**config.mk**
```make
export PLATFORM = sky130hd
export DESIGN_NAME = relay_link_frame_controller
export DESIGN_NICKNAME = d
export VERILOG_FILES = /design/src/rtl/rlfc_pkg.sv /design/src/rtl/rlfc_core.sv /design/src/rtl/rlfc_outq.sv /design/src/rtl/relay_link_frame_controller.sv
export SDC_FILE = /design/constraint.sdc
export NUM_CORES = 1
export LEC_CHECK = 0
export ABC_AREA = 1
export BUFFER_PORTS_ARGS = -buffer_cell sky130_fd_sc_hd__buf_2
export CORE_MARGIN = 1
export CORE_UTILIZATION = 63
export DETAILED_ROUTE_END_ITERATION = 8
export PLACE_DENSITY = 0.95
export SLEW_MARGIN = 20
export SYNTH_ARGS = -nofsm -noshare
export SYNTH_HDL_FRONTEND = slang
export SYNTH_SLANG_ARGS = --single-unit
```
**constraint.sdc**
```tcl
create_clock -name clk -period 6.4 [get_ports clk]
set_input_delay 0.64 -clock clk [delete_from_list [all_inputs] [get_ports clk]]
set_output_delay 0.64 -clock clk [all_outputs]
set_load 0.03 [all_outputs]
```
**src/rtl/rlfc_pkg.sv**
```systemverilog
// Shared types, codes and constants for the relay link frame controller.
package rlfc_pkg;

	localparam logic [7:0] HDR0_BYTE    = 8'hA0;
	localparam logic [7:0] HDR1_BYTE    = 8'h04;
	localparam logic [7:0] TRAILER_BYTE = 8'hA1;

	localparam logic [15:0] DEBOUNCE_RESET = 16'd70;
	localparam logic [15:0] SETTLE_RESET   = 16'd500;
	localparam logic [15:0] SINCE_MAX      = 16'hFFFF;
	localparam logic [2:0]  PUSH_MAX       = 3'd4;

	localparam int CFG_INDEX_W = 2;
	localparam int CFG_DATA_W  = 16;

	localparam logic [CFG_INDEX_W-1:0] REG_DEBOUNCE = 2'd0;
	localparam logic [CFG_INDEX_W-1:0] REG_SETTLE   = 2'd1;

	localparam logic [2:0] FUNC_RX     = 3'd0;
	localparam logic [2:0] FUNC_TICK   = 3'd1;
	localparam logic [2:0] FUNC_SET1   = 3'd2;
	localparam logic [2:0] FUNC_SET2   = 3'd3;
	localparam logic [2:0] FUNC_RESEND = 3'd4;
	localparam logic [2:0] FUNC_STATUS = 3'd5;

	localparam logic [1:0] OUT_TX     = 2'd0;
	localparam logic [1:0] OUT_AP     = 2'd1;
	localparam logic [1:0] OUT_STATUS = 2'd2;

	typedef enum logic [2:0] {
		PH_HDR0,
		PH_HDR1,
		PH_PAYLOAD,
		PH_TRAILER,
		PH_DISCARD
	} rlfc_phase_t;

	typedef enum logic [1:0] {
		DK_FRAME,
		DK_AP,
		DK_STATUS
	} rlfc_dkind_t;

	// One queued response: a four-beat frame, an AP request or a status beat.
	typedef struct packed {
		rlfc_dkind_t kind;
		logic        ap;
		logic [1:0]  relay;
	} rlfc_desc_t;

endpackage

```
**src/rtl/rlfc_core.sv**
```systemverilog
// Input register, frame parser, button logic and relay state update.
module rlfc_core (
	input  logic                            clk,
	input  logic                            arst_n,
	input  logic                            in_valid,
	output logic                            in_stall,
	input  logic [2:0]                      func,
	input  logic [7:0]                      rx_byte,
	input  logic                            relay_select,
	input  logic                            relay_on,
	input  logic                            relay0_level,
	input  logic                            relay1_level,
	input  logic                            cfg_we,
	input  logic [rlfc_pkg::CFG_INDEX_W-1:0] cfg_index,
	input  logic [rlfc_pkg::CFG_DATA_W-1:0]  cfg_data,
	output logic                            push,
	output rlfc_pkg::rlfc_desc_t            push_desc,
	input  logic                            q_full
);
	import rlfc_pkg::*;

	logic        valid_s1;
	logic [2:0]  func_s1;
	logic [7:0]  rx_s1;
	logic        sel_s1, on_s1, r0_s1, r1_s1;

	logic [15:0] debounce_q, settle_q;
	rlfc_phase_t phase_q, phase_d;
	logic [1:0]  held_q, held_d;
	logic [1:0]  relay_q, relay_d;
	logic [2:0]  count_q, count_d;
	logic [15:0] since_q, since_d;

	logic        push_req, commit;
	logic [15:0] since_inc;
	logic [1:0]  mask;
	rlfc_desc_t  desc;

	assign commit   = valid_s1 && !(push_req && q_full);
	assign in_stall = valid_s1 && !commit;
	assign push     = valid_s1 && push_req && !q_full;
	assign push_desc = desc;

	always_ff @(posedge clk or negedge arst_n) begin
		if (!arst_n) begin
			valid_s1 <= 1'b0;
		end else if (!in_stall) begin
			valid_s1 <= in_valid;
		end
	end

	always_ff @(posedge clk) begin
		if (in_valid && !in_stall) begin
			func_s1 <= func;
			rx_s1   <= rx_byte;
			sel_s1  <= relay_select;
			on_s1   <= relay_on;
			r0_s1   <= relay0_level;
			r1_s1   <= relay1_level;
		end
	end

	always_ff @(posedge clk or negedge arst_n) begin
		if (!arst_n) begin
			debounce_q <= DEBOUNCE_RESET;
			settle_q   <= SETTLE_RESET;
		end else if (cfg_we) begin
			case (cfg_index)
				REG_DEBOUNCE: debounce_q <= cfg_data;
				REG_SETTLE:   settle_q   <= cfg_data;
				default: ;
			endcase
		end
	end

	assign since_inc = (since_q == SINCE_MAX) ? since_q : since_q + 16'd1;
	assign mask      = sel_s1 ? 2'b10 : 2'b01;

	always_comb begin
		phase_d  = phase_q;
		held_d   = held_q;
		relay_d  = relay_q;
		count_d  = count_q;
		since_d  = since_q;
		push_req = 1'b0;
		desc.kind = DK_FRAME;
		desc.ap   = 1'b0;
		case (func_s1)
			FUNC_RX: begin
				case (phase_q)
					PH_HDR0:    phase_d = (rx_s1 == HDR0_BYTE) ? PH_HDR1 : PH_DISCARD;
					PH_HDR1:    phase_d = (rx_s1 == HDR1_BYTE) ? PH_PAYLOAD : PH_DISCARD;
					PH_PAYLOAD: begin
						held_d  = rx_s1[1:0];
						phase_d = PH_TRAILER;
					end
					PH_TRAILER: begin
						if (rx_s1 == TRAILER_BYTE) begin
							phase_d = PH_HDR0;
							// a new payload adopts; a repeat past the debounce time counts as a push
							if (held_q != relay_q) begin
								relay_d = held_q;
							end else if (since_q >= debounce_q) begin
								since_d = '0;
								if (count_q < PUSH_MAX) count_d = count_q + 3'd1;
							end
						end else begin
							phase_d = PH_DISCARD;
						end
					end
					default: begin
						if (rx_s1 == TRAILER_BYTE) phase_d = PH_HDR0;
					end
				endcase
			end
			FUNC_TICK: begin
				since_d = since_inc;
				if (count_q != 3'd0 && since_inc >= settle_q) begin
					count_d  = '0;
					push_req = 1'b1;
					case (count_q)
						3'd1:    relay_d = relay_q ^ 2'b10;
						3'd2:    relay_d = relay_q ^ 2'b01;
						3'd3: begin
							desc.kind = DK_AP;
							desc.ap   = 1'b1;
						end
						default: desc.kind = DK_AP;
					endcase
				end
			end
			FUNC_SET1: begin
				relay_d  = on_s1 ? (relay_q | mask) : (relay_q & ~mask);
				push_req = 1'b1;
			end
			FUNC_SET2: begin
				relay_d  = {r0_s1, r1_s1};
				push_req = 1'b1;
			end
			FUNC_RESEND: push_req = 1'b1;
			FUNC_STATUS: begin
				push_req  = 1'b1;
				desc.kind = DK_STATUS;
			end
			default: ;
		endcase
		desc.relay = relay_d;
	end

	always_ff @(posedge clk or negedge arst_n) begin
		if (!arst_n) begin
			phase_q <= PH_HDR0;
			held_q  <= '0;
			relay_q <= '0;
			count_q <= '0;
			since_q <= '0;
		end else if (commit) begin
			phase_q <= phase_d;
			held_q  <= held_d;
			relay_q <= relay_d;
			count_q <= count_d;
			since_q <= since_d;
		end
	end

endmodule

```
**src/rtl/rlfc_outq.sv**
```systemverilog
// Two-entry response queue and beat serializer for the output channel.
module rlfc_outq (
	input  logic                 clk,
	input  logic                 arst_n,
	input  logic                 push,
	input  rlfc_pkg::rlfc_desc_t push_desc,
	output logic                 q_full,
	output logic                 out_valid,
	input  logic                 out_stall,
	output logic [1:0]           out_kind,
	output logic [7:0]           tx_byte,
	output logic                 ap_enable,
	output logic [1:0]           relay_bits,
	output logic                 last
);
	import rlfc_pkg::*;

	rlfc_desc_t entry_q [2];
	logic       wptr_q, rptr_q;
	logic [1:0] fill_q;
	logic [1:0] beat_q;
	rlfc_desc_t head;
	logic       take, pop;

	assign head      = entry_q[rptr_q];
	assign q_full    = (fill_q == 2'd2);
	assign out_valid = (fill_q != 2'd0);
	assign take      = out_valid && !out_stall;
	assign pop       = take && last;

	always_comb begin
		out_kind   = OUT_TX;
		tx_byte    = '0;
		ap_enable  = 1'b0;
		relay_bits = head.relay;
		last       = 1'b1;
		case (head.kind)
			DK_FRAME: begin
				last = (beat_q == 2'd3);
				case (beat_q)
					2'd0:    tx_byte = HDR0_BYTE;
					2'd1:    tx_byte = HDR1_BYTE;
					2'd2:    tx_byte = {6'd0, head.relay};
					default: tx_byte = TRAILER_BYTE;
				endcase
			end
			DK_AP: begin
				out_kind  = OUT_AP;
				ap_enable = head.ap;
			end
			default: out_kind = OUT_STATUS;
		endcase
	end

	always_ff @(posedge clk) begin
		if (push) entry_q[wptr_q] <= push_desc;
	end

	always_ff @(posedge clk or negedge arst_n) begin
		if (!arst_n) begin
			wptr_q <= 1'b0;
			rptr_q <= 1'b0;
			fill_q <= '0;
			beat_q <= '0;
		end else begin
			if (push) wptr_q <= ~wptr_q;
			if (pop)  rptr_q <= ~rptr_q;
			case ({push, pop})
				2'b10:   fill_q <= fill_q + 2'd1;
				2'b01:   fill_q <= fill_q - 2'd1;
				default: ;
			endcase
			// advance through frame beats, restart on the next entry
			if (pop)       beat_q <= '0;
			else if (take) beat_q <= beat_q + 2'd1;
		end
	end

endmodule

```
**src/rtl/relay_link_frame_controller.sv**
```systemverilog
// Top level of the relay link frame controller.
// Every input beat (rx byte, tick or host command) goes through one input register and
// is resolved combinationally from that register, so a new beat is taken every cycle while the response
// queue has room. Responses leave as beats: a frame is four beats (A0, 04, relay state,
// A1), an access point request or a status report is one beat, and the final beat of
// each response has last set. Output drain sets the sustained rate of inputs that send a
// response; quiet inputs put no beats in the queue. A two-entry response queue decouples
// the two sides, so input is stalled only when it is full and the registered beat needs
// a response. Configuration writes take effect at the edge on which cfg_we is high.
module relay_link_frame_controller (
	input  logic                            clk,
	input  logic                            arst_n,
	input  logic                            in_valid,
	output logic                            in_stall,
	input  logic [2:0]                      func,
	input  logic [7:0]                      rx_byte,
	input  logic                            relay_select,
	input  logic                            relay_on,
	input  logic                            relay0_level,
	input  logic                            relay1_level,
	input  logic                            cfg_we,
	input  logic [rlfc_pkg::CFG_INDEX_W-1:0] cfg_index,
	input  logic [rlfc_pkg::CFG_DATA_W-1:0]  cfg_data,
	output logic                            out_valid,
	input  logic                            out_stall,
	output logic [1:0]                      out_kind,
	output logic [7:0]                      tx_byte,
	output logic                            ap_enable,
	output logic [1:0]                      relay_bits,
	output logic                            last
);
	import rlfc_pkg::*;

	logic       push, q_full;
	rlfc_desc_t push_desc;

	rlfc_core u_core (
		.clk          (clk),
		.arst_n       (arst_n),
		.in_valid     (in_valid),
		.in_stall     (in_stall),
		.func         (func),
		.rx_byte      (rx_byte),
		.relay_select (relay_select),
		.relay_on     (relay_on),
		.relay0_level (relay0_level),
		.relay1_level (relay1_level),
		.cfg_we       (cfg_we),
		.cfg_index    (cfg_index),
		.cfg_data     (cfg_data),
		.push         (push),
		.push_desc    (push_desc),
		.q_full       (q_full)
	);

	rlfc_outq u_outq (
		.clk        (clk),
		.arst_n     (arst_n),
		.push       (push),
		.push_desc  (push_desc),
		.q_full     (q_full),
		.out_valid  (out_valid),
		.out_stall  (out_stall),
		.out_kind   (out_kind),
		.tx_byte    (tx_byte),
		.ap_enable  (ap_enable),
		.relay_bits (relay_bits),
		.last       (last)
	);

endmodule

```
# Yosys cells after proc, flatten, opt, wreduce, memory -nomap -nowiden
# Memories as Yosys holds them, arrays and structs flattened.
# Cells that the tools add are included.
dict set report word_totals {
  regBits 80
  ram_bits 10
  wordCells 140
  n_memories 1
}
# memory depth width read_ports rd_ports_with_merged_regs wr line
set memory_table {}
lappend memory_table {u_outq.entry_q 2 5 1 0 1 rlfc_outq.sv:18} ;# rlfc_desc_t entry_q [2];
dict set report op_classes {
  muxes 43
  bitwise_logic 7
  addsub 5
  magnitude_cmp 3
  n_reduce_logical 33
  n_eq_ne 30
}
# cell count
set ops {}
lappend ops {{16-bit two-way mux} 5}
lappend ops {{16-bit >= comparator} 2}
lappend ops {{16-bit one-hot mux with 2 select lines} 1}
lappend ops {{3-bit two-way mux} 10}
lappend ops {{8-bit one-hot mux with 3 select lines} 1}
lappend ops {{3-bit by 2-bit == test with 1-bit output, second input constant} 6}
lappend ops {{2-bit two-way mux} 9}
lappend ops {{16-bit by 1-bit adder with 16-bit output, second input constant} 1}
lappend ops {{16-bit == test, second input constant} 1}
lappend ops {{8-bit == test, second input constant} 2}
lappend ops {{2-bit one-hot mux with 2 select lines} 4}
lappend ops {{3-bit one-hot mux with 4 select lines} 1}
lappend ops {{2-bit by 1-bit != test with 1-bit output, second input constant} 5}
lappend ops {{3-bit by 1-bit == test with 1-bit output, second input constant} 3}
lappend ops {{1-bit logical AND} 9}
lappend ops {{2-bit by 1-bit == test with 1-bit output, second input constant} 4}
lappend ops {{2-bit == test, second input constant} 4}
lappend ops {{8-bit by 3-bit == test with 1-bit output, second input constant} 1}
lappend ops {{1-bit two-way mux} 8}
lappend ops {{8-bit two-way mux} 1}
lappend ops {{2-bit one-hot mux with 4 select lines} 1}
lappend ops {{8-bit AND reduction} 1}
lappend ops {{2-bit nonzero test} 4}
lappend ops {{3-bit == test, second input constant} 2}
lappend ops {{22 further kinds} 35}

# Logic depth before layout (Yosys ltp)
dict set report logic_depth {
  depth_word 13
  ltp_mapped 24
}

# Modules after synthesis
# A second synthesis with hierarchy kept.
dict set report hier_totals {
  cells_unflattened 701
  hier_area_um2 5652.9
}
# mod cells_per_inst n_inst seq_area_each_um2 area_each_um2
set by_module_without_submodules {}
lappend by_module_without_submodules {rlfc_core 606 1 1938.1 4742.0}
lappend by_module_without_submodules {rlfc_outq 95 1 450.4 910.9}

# Worst setup path after synthesis
# OpenSTA, ideal clock, no wires.
dict set report synth_timing {
  path_type {reg-to-output}
  startpoint {register u_core.since_q[0]}
  endpoint {output port in_stall}
  slack_ns 3.197
  required_time_ns 5.760
  path_buffers 0
  path_stages_with_launch 19
  t_arrival_ns 2.563
  cell_sequence {dfrtp_1 -> ha_1 -> nand3_1 -> nor3_2 -> nand3_2 -> nor2_4 -> nor4_1 -> xor2_1 -> ha_1 -> nand4_1 -> nor2_1 -> nand2_1 -> inv_1 -> nand2_1 -> nand2_1 -> nand3_2 -> nand2_1 -> nand3_1 -> inv_1}
}
dict set report synth_between {
  elab_chain_cells 11
}
# element line
set synth_lines {}
lappend synth_lines {{start, declared} rlfc_core.sv:32} ;# logic [15:0] since_q, since_d;
lappend synth_lines {{start signal, assigned} rlfc_core.sv:162} ;# since_q <= since_d;
lappend synth_lines {{16-bit by 1-bit adder with 16-bit output or 16-bit == test (tied branches)} rlfc_core.sv:76} ;# assign since_inc = (since_q == SINCE_MAX) ? since_q : since_q + 16'd1;
lappend synth_lines {{16-bit two-way mux (*)} rlfc_core.sv:76}
lappend synth_lines {{16-bit >= comparator (*)} rlfc_core.sv:118} ;# if (count_q != 3'd0 && since_inc >= settle_q) begin
lappend synth_lines {{1-bit logical AND (*)} rlfc_core.sv:118}
lappend synth_lines {{1-bit two-way mux (*)} rlfc_core.sv:118}
lappend synth_lines {{1-bit one-hot mux with 2 select lines (*)} rlfc_core.sv:88} ;# case (func_s1)
lappend synth_lines {{1-bit logical AND (*)} rlfc_core.sv:39} ;# assign commit = valid_s1 && !(push_req && q_full);
lappend synth_lines {{1-bit zero test (*)} rlfc_core.sv:39}
lappend synth_lines {{1-bit logical AND (*)} rlfc_core.sv:39}
lappend synth_lines {{1-bit zero test (*)} rlfc_core.sv:40} ;# assign in_stall = valid_s1 && !commit;
lappend synth_lines {{1-bit logical AND (*)} rlfc_core.sv:40}
lappend synth_lines {{end, declared} relay_link_frame_controller.sv:14} ;# output logic in_stall,
# Mark *: on every way between the ends. The rest lies on a longest branch, timed or not.

# Worst setup path after layout
# Ends and elaborated chain as after synthesis.

==> impl_metrics.ini <==
[run_status]
outcome = completed

[worst_setup_path]
arrival_ns = 3.36
crit_path_max_incr_delay_ns = 0.44
start_kind = flop
critical_path_required_ns = 5.76
path_buf_inv = 4
critPathCaptureType = output pin
critical_path.top_delay_family = simple AND/OR/NAND/NOR gates
cpMostUsedCell = nand2_1
crit_slowest_cell = dfrtp_1
cp_max_fo = 6
critPathKind = reg -> out
crit_chain = ha_1 -> nand2_1 -> nor3_4 -> nand3_1 -> nor4_1 -> inv_1 -> nand2_1 -> ha_1 -> nand2_1 -> inv_1 -> nand2_1 -> nand2_1 -> nor2_1 -> nand2_1 -> nand2_1 -> nand2_1 -> nand3_2 -> nand2_1 -> nand3_1 -> inv_1 -> buf_2

[sta]
drv_slew = 0
timing.setup.tns_ns = 0
setup_viol = 0
fin_crit_ns = 4.00
fmax_ghz = 0.250
final_hold_viol_count = 0
fin_skew_ns = 0.0208
worst_pin_slew_ns = 1.03
grt_setup_unrepaired = false
period_share_pct = 62.4
relSlewSlack_pct = 31.0

[clock_tree]
path_clk_slew_ns = 0.10
hold_buffers = 0
clock_latency_ns = 0.36
htreeDepth = 3
post-cts-setup-buffer-count = 0
cts_buffers = 9
clockBufferDepth = 2
root_buffer = clkbuf_8
cts_sinks = 90
post_cts_resized = 0
cts_tree = yes

[die]
die_h_um = 94.3
row_count = 33
die_x_um = 94.3
ios = 54
initial_core_util_pct = 65.3
core_sq_um = 8220
dieArea_sq_um = 8890

[routing]
totalWireLength_mm = 11.4
drtAntennaViolNets = 0
dr.pass1.iters = 5
drc = 0
viasPerCell = 5.52
wl_per_cell_um = 13.9
via_count = 4544
drt_iter0_markers = 312

[yosys]
synth_top_flop_cell = dfrtp_1
synth_adder_area_share_pct = 9.79
synthMuxAreaShare_pct = 0.373
synth_area_per_cell_sq_um = 8.08
synth_xor_area_share_pct = 1.96
ys_ff_latch = 90
syn_inst = 664
syn_area_sq_um = 5370
synth.distinct_cells = 46
synth_top_family_by_area = simple AND/OR/NAND/NOR gates
ys_seq_area_share_pct = 44.5
synth_compound_area_share_pct = 10.7
synth-edff-count = 25
ys.warnings.count = 0
async_flop_share_pct = 72.2
synthSimpleGateAreaFrac_pct = 23.1

[finish]
final_cell_mix = nand2_1, inv_1, dfrtp_1
regArea_sq_um = 2390
multi_input_area_sq_um = 2480
final_common_cell = nand2_1
insertedDiodeCount = 0
fillers = 612
final_util_pct = 71.6
drive_gt1_share_pct = 13.9
final_cells = 823
final_nets = 793
syn_to_final_growth_pct = 9.70

[placed_design]
dp_cells = 806
place_congestion = 0.959
dp_hpwl_mm = 8.60
io_buffers = 50

[worst_hold_path]
hp-class = in -> reg

[grt]
grt_pass1_vias = 4495
grt-ovfl-total = 0
grtUsageMet1_pct = 35.5
grtUsageMet2_pct = 49.2
top_usage_layer = met2
grt_pass1_wl_mm = 19.4
grt_usage_pct = 28.2
gr-usage-met3_pct = 4.61
grt_max_degree = 66
antenna_found_initial = 0

[pwr]
irDropWorstVdd_mv = 0.214
clkPwrFrac_pct = 22.7
intPower_mw = 1.01
power_switching_mw = 0.641
p_seq_share_pct = 45.8
leakage_nw = 2.98
p_per_area_nw_per_um2 = 281
pwr-share-comb_pct = 31.5
swShare_pct = 38.8
power_mw = 1.65

[flow_run]
cap_violations = 0
==> routing by layer <==
metal | vias up | wire length [um]
met1 | 2120 | 4900
met4 | 0 | 290
met2 | 174 | 5520
met3 | 30 | 697
li1 | 2220 | -
met5 | - | 0
==> worst reg2reg max path, stage by stage (launching register included) <==
cell and delay (ns):
dfrtp_1 0.44, ha_1 0.24, nand2_1 0.11, nor3_4 0.19, nand3_1 0.14, nor4_1 0.18
inv_1 0.15, nand2_1 0.12, ha_1 0.25, nand2_1 0.09, inv_1 0.06, nand2_1 0.08
nand2_1 0.08, nor2_1 0.10, nand2_1 0.07, nand2_1 0.07, nand2_1 0.08, nand3_2 0.09
nand2_1 0.11, nand2_2 0.11, nand4_4 0.39, o21bai_1 0.33, nand2_1 0.09
==> worst paths after layout <==
path | cells past startpoint | from | slack [ns] | to
max | 21 | u_core.since_q[0] | 2.40 | in_stall
min | 1 | func[2] | 0.44 | u_core.func_s1[2]
max reg2reg | 22 | u_core.since_q[0] | 2.72 | u_core.count_q[1]
min reg2reg | 2 | u_core.debounce_q[2] | 0.50 | u_core.debounce_q[2]
max in group asynchronous | 2 | arst_n | 5.42 | u_core.settle_q[13]
min in group asynchronous | 2 | arst_n | 0.45 | u_core.count_q[0]
==> power by group through the flow <==
stage / combinational [mW] / sequential (mW) / clock (mW)
6_report: 0.521 / 0.757 / 0.375
5_1_grt: 0.591 / 0.769 / 0.400
4_1_cts: 0.518 / 0.756 / 0.377
3_5_place_dp: 0.510 / 0.768 / 0
3_3_place_gp: 0.475 / 0.762 / 0
2_1_floorplan: 0.392 / 0.746 / 0
==> flip-flops by register name, indices dropped and copies added (netlist names), 2 cells and up <==
| signal | count |
|---|---|
| u_core.relay_q | 2 |
| u_core.phase_q | 3 |
| u_core.debounce_q | 16 |
| u_outq.beat_q | 2 |
| u_core.held_q | 2 |
| u_core.rx_s1 | 8 |
| u_outq.fill_q | 2 |
| u_core.func_s1 | 3 |
| u_outq.entry_q | 10 |
| u_core.since_q | 16 |
| u_core.settle_q | 16 |
| u_core.count_q | 3 |
==> stage by stage <==
step | area [sq um] | setup WS [ns] | hold WS (ns)
after detailed placement | 5680 | 2.80 | 0.473
after global routing | 5890 | 1.92 | 0.433
after floorplan | 5370 | 3.20 | 0.344
final | 5890 | 2.40 | 0.442
after CTS | 5880 | 2.43 | 0.440
after global placement | 5680 | 2.92 | 0.468
==> cell families after synthesis <==
logic type	Yosys count
buffers and inverters	130
other	1
AO/OA/AOI/OAI	107
multiplexers	2
XOR/XNOR	12
adder cells (fa/ha/maj)	42
flip-flops	90
AND/OR/NAND/NOR	280
==> synth_stat cells (4+ instances only) <==
cell type / instances / area (sq um)
nand2_1: 164 / 616
inv_1: 110 / 413
dfrtp_1: 56 / 1400
o21ai_0: 51 / 255
nor2_1: 50 / 188
ha_1: 42 / 526
edfxtp_1: 25 / 751
nand3_1: 24 / 120
a21oi_1: 23 / 115
o21ai_1: 18 / 90.1
dfstp_2: 9 / 236
nand4_1: 8 / 50.1
nor3_1: 8 / 40.0
xor2_1: 8 / 70.1
clkbuf_1: 7 / 26.3
nor3_2: 5 / 50.1
buf_2: 4 / 20.0
buf_4: 4 / 30.0
nand2_2: 4 / 25.0
nor4_1: 4 / 25.0
xnor2_1: 4 / 35.0
==> cell type report <==
| type | instances | share of cell area (%) |
|---|---|---|
| inverter | 114 | 7.27 |
| sequential | 90 | 40.6 |
| clock buffer | 9 | 2.10 |
| multi-input combinational | 446 | 42.1 |
| clock inverter | 7 | 1.19 |
| tap | 105 | 2.23 |
| timing repair buffer | 52 | 4.57 |
Note: power is estimated with default switching activity, not from simulation.
